<file path="config.mk">
export PLATFORM = sky130hd
export DESIGN_NAME = interval_value_map_top
export DESIGN_NICKNAME = d
export VERILOG_FILES = /design/src/hw/rtl/ivm_pkg.sv /design/src/hw/rtl/interval_value_map_top.sv /design/src/hw/rtl/ivm_ram.sv
export SDC_FILE = /design/constraint.sdc
export NUM_CORES = 2
export LEC_CHECK = 0
export CAP_MARGIN = 5
export CELL_PAD_IN_SITES_DETAIL_PLACEMENT = 0
export CELL_PAD_IN_SITES_GLOBAL_PLACEMENT = 1
export CORE_UTILIZATION = 60
export DETAILED_ROUTE_END_ITERATION = 6
export DONT_BUFFER_PORTS = 1
export HOLD_SLACK_MARGIN = 0.02
export PLACE_DENSITY = 0.84
export SLEW_MARGIN = 15
export SYNTH_ARGS = -nofsm -noshare
export SYNTH_HDL_FRONTEND = slang
export SYNTH_HIERARCHICAL = 1
export SYNTH_SLANG_ARGS = --single-unit
</file>
<file path="constraint.sdc">
create_clock -name clk -period 12.75 [get_ports clk]
set_clock_uncertainty 0.2 [all_clocks]
set_input_delay 2.55 -clock clk [delete_from_list [all_inputs] [get_ports clk]]
set_output_delay 2.55 -clock clk [all_outputs]
set_load 0.02 [all_outputs]
</file>
<file path="src/hw/rtl/ivm_pkg.sv">
// Package of the interval value map: request and result types and status codes.
// No dependencies.
`default_nettype none
package ivm_pkg;

    localparam int KEY_BITS   = 32;
    localparam int VALUE_BITS = 8;

    typedef enum logic [1:0] {
        STATUS_DONE  = 2'd0,
        STATUS_EMPTY = 2'd1,
        STATUS_FULL  = 2'd2
    } status_t;

    typedef enum logic {
        OP_ASSIGN = 1'b0,
        OP_LOOKUP = 1'b1
    } op_t;

    typedef struct packed {
        logic                        operation;
        logic signed [KEY_BITS-1:0]  range_begin;
        logic signed [KEY_BITS-1:0]  range_end;
        logic [VALUE_BITS-1:0]       new_value;
        logic signed [KEY_BITS-1:0]  query_key;
    } ivm_req_t;

    typedef struct packed {
        logic [VALUE_BITS-1:0] read_value;
        logic [1:0]            status;
        logic [4:0]            entry_count;
    } ivm_res_t;

endpackage
`default_nettype wire

</file>
<file path="src/hw/rtl/interval_value_map_top.sv">
// Top level of the interval value map: control sequencer, two table banks, APB register.
// Depends on ivm_pkg and ivm_ram.
//
// The breakpoint table lives in two RAM banks; an assign copies the active bank into
// the other one while splicing in the new interval and merging repeated values, and
// flips banks only if the result fits, so a rejected assign leaves the table intact.
// Every table entry takes a read-issue step and then a decision step on the single
// read port. An empty interval skips the table. A new request is taken as soon as
// the previous result has moved into the output register.
`default_nettype none
module interval_value_map_top #(
    parameter int MAX_ENTRIES = 16
) (
    input  wire logic             clk,
    input  wire logic             rst_n,
    input  wire logic             in_valid,
    output logic                  in_stall,
    input  wire ivm_pkg::ivm_req_t in_data,
    output logic                  out_valid,
    input  wire logic             out_stall,
    output ivm_pkg::ivm_res_t     out_data,
    input  wire logic             psel,
    input  wire logic             penable,
    input  wire logic             pwrite,
    input  wire logic [2:0]       paddr,
    input  wire logic [31:0]      pwdata,
    output logic      [31:0]      prdata,
    output logic                  pready
);
    import ivm_pkg::*;

    localparam int CW = $clog2(MAX_ENTRIES + 1);
    localparam int MW = $clog2(MAX_ENTRIES + 3);
    localparam int AW = $clog2(MAX_ENTRIES);
    localparam int EW = KEY_BITS + VALUE_BITS;

    typedef enum logic [9:0] {
        ST_IDLE   = 10'b0000000001,
        ST_LREAD  = 10'b0000000010,
        ST_LPROC  = 10'b0000000100,
        ST_EREAD  = 10'b0000001000,
        ST_EPROC  = 10'b0000010000,
        ST_CREAD  = 10'b0000100000,
        ST_CPROC  = 10'b0001000000,
        ST_INSB   = 10'b0010000000,
        ST_INSE   = 10'b0100000000,
        ST_FINISH = 10'b1000000000
    } state_t;

    state_t                state_reg, state_next;
    logic                  sel_reg, sel_next;
    logic [CW-1:0]         used_reg, used_next;
    logic [CW-1:0]         idx_reg, idx_next;
    logic [MW-1:0]         cnt_reg, cnt_next;
    logic [VALUE_BITS-1:0] prev_reg, prev_next;
    logic [VALUE_BITS-1:0] acc_reg, acc_next;
    logic                  ins_reg, ins_next;
    status_t               st_reg, st_next;
    ivm_req_t              req_reg, req_next;
    logic                  ov_reg, ov_next;
    ivm_res_t              res_reg, res_next;
    logic [VALUE_BITS-1:0] dflt_reg;

    logic                  emit;
    logic [KEY_BITS-1:0]   emit_key;
    logic [VALUE_BITS-1:0] emit_val;
    logic                  wr_en;
    logic [EW-1:0]         rd0, rd1, rd;
    logic signed [KEY_BITS-1:0] ent_key, scan_key;
    logic [VALUE_BITS-1:0] ent_val;
    logic                  accept;

    ivm_ram #(.WIDTH(EW), .DEPTH(MAX_ENTRIES)) u_bank0 (
        .clk(clk), .we(wr_en && sel_reg), .waddr(cnt_reg[AW-1:0]),
        .wdata({emit_key, emit_val}), .raddr(idx_reg[AW-1:0]), .rdata(rd0)
    );
    ivm_ram #(.WIDTH(EW), .DEPTH(MAX_ENTRIES)) u_bank1 (
        .clk(clk), .we(wr_en && !sel_reg), .waddr(cnt_reg[AW-1:0]),
        .wdata({emit_key, emit_val}), .raddr(idx_reg[AW-1:0]), .rdata(rd1)
    );

    assign rd       = sel_reg ? rd1 : rd0;
    assign ent_key  = rd[EW-1:VALUE_BITS];
    assign ent_val  = rd[VALUE_BITS-1:0];
    assign scan_key = (req_reg.operation == OP_LOOKUP) ? req_reg.query_key : req_reg.range_end;
    assign in_stall = (state_reg != ST_IDLE);
    assign accept   = in_valid && !in_stall;
    assign out_valid = ov_reg;
    assign out_data  = res_reg;
    assign pready    = 1'b1;
    assign prdata    = paddr[2] ? 32'd0 : {{(32 - VALUE_BITS){1'b0}}, dflt_reg};
    assign wr_en     = emit && (emit_val != prev_reg) && (cnt_reg < MW'(MAX_ENTRIES));

    always_comb
    begin
        state_next = state_reg;
        sel_next   = sel_reg;
        used_next  = used_reg;
        idx_next   = idx_reg;
        cnt_next   = cnt_reg;
        prev_next  = prev_reg;
        acc_next   = acc_reg;
        ins_next   = ins_reg;
        st_next    = st_reg;
        req_next   = req_reg;
        ov_next    = ov_reg && out_stall;
        res_next   = res_reg;
        emit       = 1'b0;
        emit_key   = ent_key;
        emit_val   = ent_val;
        unique case (state_reg)
            ST_IDLE:
            begin
                if (accept)
                begin
                    req_next = in_data;
                    idx_next = '0;
                    acc_next = dflt_reg;
                    st_next  = STATUS_DONE;
                    if (in_data.operation == OP_LOOKUP)
                    begin
                        state_next = ST_LREAD;
                    end
                    else if (in_data.range_begin >= in_data.range_end)
                    begin
                        st_next    = STATUS_EMPTY;
                        state_next = ST_FINISH;
                    end
                    else
                    begin
                        state_next = ST_EREAD;
                    end
                end
            end
            ST_LREAD, ST_EREAD:
            begin
                if (idx_reg < used_reg)
                begin
                    state_next = (state_reg == ST_LREAD) ? ST_LPROC : ST_EPROC;
                end
                else if (state_reg == ST_LREAD)
                begin
                    state_next = ST_FINISH;
                end
                else
                begin
                    idx_next   = '0;
                    cnt_next   = '0;
                    prev_next  = dflt_reg;
                    ins_next   = 1'b0;
                    state_next = ST_CREAD;
                end
            end
            ST_LPROC, ST_EPROC:
            begin
                if (ent_key <= scan_key)
                begin
                    acc_next   = ent_val;
                    idx_next   = idx_reg + 1'b1;
                    state_next = (state_reg == ST_LPROC) ? ST_LREAD : ST_EREAD;
                end
                else
                begin
                    idx_next   = used_reg;
                    state_next = (state_reg == ST_LPROC) ? ST_LREAD : ST_EREAD;
                end
            end
            ST_CREAD:
            begin
                if (idx_reg < used_reg)
                begin
                    state_next = ST_CPROC;
                end
                else if (!ins_reg)
                begin
                    state_next = ST_INSB;
                end
                else
                begin
                    state_next = ST_FINISH;
                end
            end
            ST_CPROC:
            begin
                if (ent_key < req_reg.range_begin)
                begin
                    emit       = 1'b1;
                    idx_next   = idx_reg + 1'b1;
                    state_next = ST_CREAD;
                end
                else if (!ins_reg)
                begin
                    state_next = ST_INSB;
                end
                else
                begin
                    emit       = (ent_key > req_reg.range_end);
                    idx_next   = idx_reg + 1'b1;
                    state_next = ST_CREAD;
                end
            end
            ST_INSB:
            begin
                emit       = 1'b1;
                emit_key   = req_reg.range_begin;
                emit_val   = req_reg.new_value;
                state_next = ST_INSE;
            end
            ST_INSE:
            begin
                emit       = 1'b1;
                emit_key   = req_reg.range_end;
                emit_val   = acc_reg;
                ins_next   = 1'b1;
                state_next = ST_CREAD;
            end
            ST_FINISH:
            begin
                if (!ov_reg || !out_stall)
                begin
                    res_next.read_value  = '0;
                    res_next.status      = st_reg;
                    res_next.entry_count = 5'(used_reg);
                    if (req_reg.operation == OP_LOOKUP)
                    begin
                        res_next.read_value = acc_reg;
                    end
                    else if (st_reg == STATUS_DONE)
                    begin
                        if (cnt_reg > MW'(MAX_ENTRIES))
                        begin
                            res_next.status = STATUS_FULL;
                        end
                        else
                        begin
                            sel_next             = !sel_reg;
                            used_next            = cnt_reg[CW-1:0];
                            res_next.entry_count = 5'(cnt_reg);
                        end
                    end
                    ov_next    = 1'b1;
                    state_next = ST_IDLE;
                end
            end
            default:
            begin
                state_next = ST_IDLE;
            end
        endcase
        if (emit)
        begin
            prev_next = emit_val;
            if (emit_val != prev_reg)
            begin
                cnt_next = cnt_reg + 1'b1;
            end
        end
    end

    always_ff @(posedge clk or negedge rst_n)
    begin
        if (!rst_n)
        begin
            state_reg <= ST_IDLE;
            sel_reg   <= 1'b0;
            used_reg  <= '0;
            ov_reg    <= 1'b0;
            dflt_reg  <= '0;
        end
        else
        begin
            state_reg <= state_next;
            sel_reg   <= sel_next;
            used_reg  <= used_next;
            ov_reg    <= ov_next;
            if (psel && penable && pwrite && !paddr[2])
            begin
                dflt_reg <= pwdata[VALUE_BITS-1:0];
            end
        end
    end

    always_ff @(posedge clk)
    begin
        idx_reg  <= idx_next;
        cnt_reg  <= cnt_next;
        prev_reg <= prev_next;
        acc_reg  <= acc_next;
        ins_reg  <= ins_next;
        st_reg   <= st_next;
        req_reg  <= req_next;
        res_reg  <= res_next;
    end
endmodule
`default_nettype wire

</file>
<file path="src/hw/rtl/ivm_ram.sv">
// Generic single write port RAM with one registered read port.
// No dependencies.
`default_nettype none
module ivm_ram #(
    parameter int WIDTH = 40,
    parameter int DEPTH = 16
) (
    input  wire logic                     clk,
    input  wire logic                     we,
    input  wire logic [$clog2(DEPTH)-1:0] waddr,
    input  wire logic [WIDTH-1:0]         wdata,
    input  wire logic [$clog2(DEPTH)-1:0] raddr,
    output logic      [WIDTH-1:0]         rdata
);
    logic [WIDTH-1:0] mem [DEPTH];

    always_ff @(posedge clk)
    begin
        if (we)
        begin
            mem[waddr] <= wdata;
        end
        rdata <= mem[raddr];
    end
endmodule
`default_nettype wire

</file>
==> results.sh <==
export IMPL_io_buffer_count=0
export IMPL_drc=0
export IMPL_drive_above_1_share=0.188
export IMPL_max_stage_delay_ns=0.83
export IMPL_numCtsBuffers=150
export IMPL_ant_nets=0
export IMPL_grt_pass1_vias=32900
export IMPL_crit_type="register to register"
export IMPL_place_inst=4559
export IMPL_slew_headroom=0.258
export IMPL_fp_dieH_um=324
export IMPL_ys_seq_area_frac=0.724
export IMPL_final_period_utilization=0.591
export IMPL_fp_dieW_um=324
export IMPL_vias=32800
export IMPL_io_pins=197
export IMPL_start_util=0.608
export IMPL_fmaxAchievable_mhz=133
export IMPL_worst_pin_slew_ns=1.11
export IMPL_vias_per_cell=6.78
export IMPL_post_cts_repair_setup_buffers=0
export IMPL_areaGrowthSynthToFinish_pct=10.6
export IMPL_clock_latency_ns=0.78
export IMPL_cts_tree="built"
export IMPL_fillers=6333
export IMPL_cap_violations=0
export IMPL_cts_max_level=4
export IMPL_place_gp_congestion=0.895
export IMPL_min_path_type="register to register"
export IMPL_final_common_cell="edfxtp_1"
export IMPL_first_iter_violations=3510
export IMPL_root_buffer="clkbuf_16"
export IMPL_yosysWarningCount=6
export IMPL_crit_path_end_kind="register"
export IMPL_setup_tns_ns=0
export IMPL_drv_slew=0
export IMPL_cp_data_arrival_time_ns=7.72
export IMPL_drt_first_pass_iters=6
export IMPL_synth_flop_cell="edfxtp_1"
export IMPL_cp_required_ns=12.94
export IMPL_final_nets=3624
export IMPL_detail_route_wl_per_cell_um=31.6
export IMPL_synth_cell_types=70
export IMPL_cts_resized=0
export IMPL_overflow=0
export IMPL_coreArea_um2=102000
export IMPL_rsz0062_at_grt="no"
export IMPL_cpMaxStageDelayCell="mux2i_1"
export IMPL_antenna_found_initial=5
export IMPL_ys_ff_latch=1533
export IMPL_synth_edff_count=1423
export IMPL_grt_total_usage=0.296
export IMPL_outcome="complete, no violations"
export IMPL_ir_worst_vdd_mv=0.234
export IMPL_syn_cell_area_um2=62200
export IMPL_hold_viol=0
export IMPL_cp_start_kind="register"
export IMPL_crit_family="simple AND/OR/NAND/NOR gates"
export IMPL_path_cells="buf_4 -> mux2i_1 -> inv_1 -> ha_1 -> nand4_1 -> o221ai_1 -> a221o_1 -> or4_4 -> a31oi_2 -> o22ai_2 -> nor3_2 -> nand3_1 -> nor3_2 -> buf_4"
export IMPL_ctsLongestPathBuffers=3
export IMPL_avgSynthCellArea_um2=19.1
export IMPL_instances_no_fill=4836
export IMPL_hpwl_mm=85.0
export IMPL_powerDensity_nw_per_um2=242
export IMPL_drt_total_wl_mm=153
export IMPL_die_area_um2=105000
export IMPL_grt_pass1_wl_mm=220
export IMPL_setup_viol=0
export IMPL_path_max_fanout=43
export IMPL_synthArstFlopShare=0.0163
export IMPL_cp_buffers_inverters=3
export IMPL_min_period_ns=7.53
export IMPL_post_synth_inst_count=3263
export IMPL_final_cell_mix="edfxtp_1, mux4_2, a22oi_1"
export IMPL_path_clk_slew_ns=0.06
export IMPL_grt_max_degree=170
export IMPL_cts_hold_buf=0
export IMPL_cts_sinks=1533
export IMPL_num_rows=117
export IMPL_p_leak_nw=23.3
-- power by group --
group	leakage [nW]	switching, mW	internal [mW]
logic	7.00	3.44	1.81
registers	14.0	0.197	6.92
clock network	2.31	1.87	2.44
-- worst paths after layout --
path | start | to | slack (ns) | depth (start not counted)
worst max-delay path | sel_reg | u_bank1/mem[12][25] | 5.22 | 14
min in group asynchronous | rst_n | sel_reg | 1.29 | 0
worst min register to register | used_reg[1] | used_reg[1] | 0.33 | 2
worst max register to register | sel_reg | u_bank1/mem[12][25] | 5.22 | 14
max in group asynchronous | rst_n | state_reg[0] | 10.87 | 0
worst min-delay path | used_reg[1] | used_reg[1] | 0.33 | 2
-- cells in the mapped netlist (27+ instances only) --
cell type | number | area (um^2)
a21o_1 | 27 | 203
a21oi_1 | 78 | 390
a22oi_1 | 161 | 1210
a31oi_1 | 41 | 257
clkbuf_1 | 91 | 342
dfxtp_1 | 85 | 1700
edfxtp_1 | 1423 | 42700
ha_1 | 134 | 1680
inv_1 | 116 | 435
mux2_2 | 46 | 518
mux2i_1 | 39 | 390
mux4_1 | 120 | 3150
mux4_2 | 200 | 4500
nand2_1 | 116 | 435
nand3_1 | 59 | 295
nand4_1 | 29 | 181
nor2_1 | 89 | 334
o21ai_0 | 55 | 275
o22ai_1 | 43 | 269
-- routing by layer --
layer,part of all wire,track usage
met1,0.38,0.406
met3,0.097,0.0567
met2,0.48,0.476
met5,0,0
met4,0.036,0.113
-- cell type report --
class                      count  area, um^2  share of cell area
antenna                        3        7.51            0.000109
timing repair buffer          88         686             0.00996
multi-input combinational   1454       16100               0.235
tap                         1368        1710              0.0249
clock inverter                67         593             0.00862
sequential                  1533       45100               0.655
inverter                     116         435             0.00633
clock buffer                 207        4170              0.0606
-- worst reg2reg max path, delay by kind of cell, from the launching register on --
| family | cells | cell delay [ns] |
|---|---|---|
| AND/OR/NAND/NOR | 5 | 2.23 |
| buffers and inverters | 3 | 1.67 |
| AO/OA/AOI/OAI | 4 | 1.41 |
| multiplexers | 1 | 0.89 |
| adder cells (fa/ha/maj) | 1 | 0.36 |
| flip-flops | 1 | 0.34 |
-- logic make-up after synthesis --
| group | synth area share |
|---|---|
| flops | 0.724 |
| compound gates | 0.0499 |
| mux | 0.140 |
| simple gates | 0.0310 |
| buf+inv | 0.0262 |
| fa+ha+maj | 0.0269 |
| xor+xnor | 0.00225 |
| other cells | 0.000121 |
-- metrics by stage --
stage	hold WS, ns	cell area (um^2)	worst slack, ns	power (mW)	utilization
6_report	0.334	68800	5.22	16.7	0.672
4_1_cts	0.332	68700	5.25	16.7	0.671
5_1_grt	0.370	68800	5.01	17.3	0.672
3_3_place_gp	0.317	63900	5.39	12.1	0.625
2_1_floorplan	0.272	62300	4.52	10.7	-
3_5_place_dp	0.318	63900	5.30	12.3	0.625
Power figures use the tool's default switching activity.
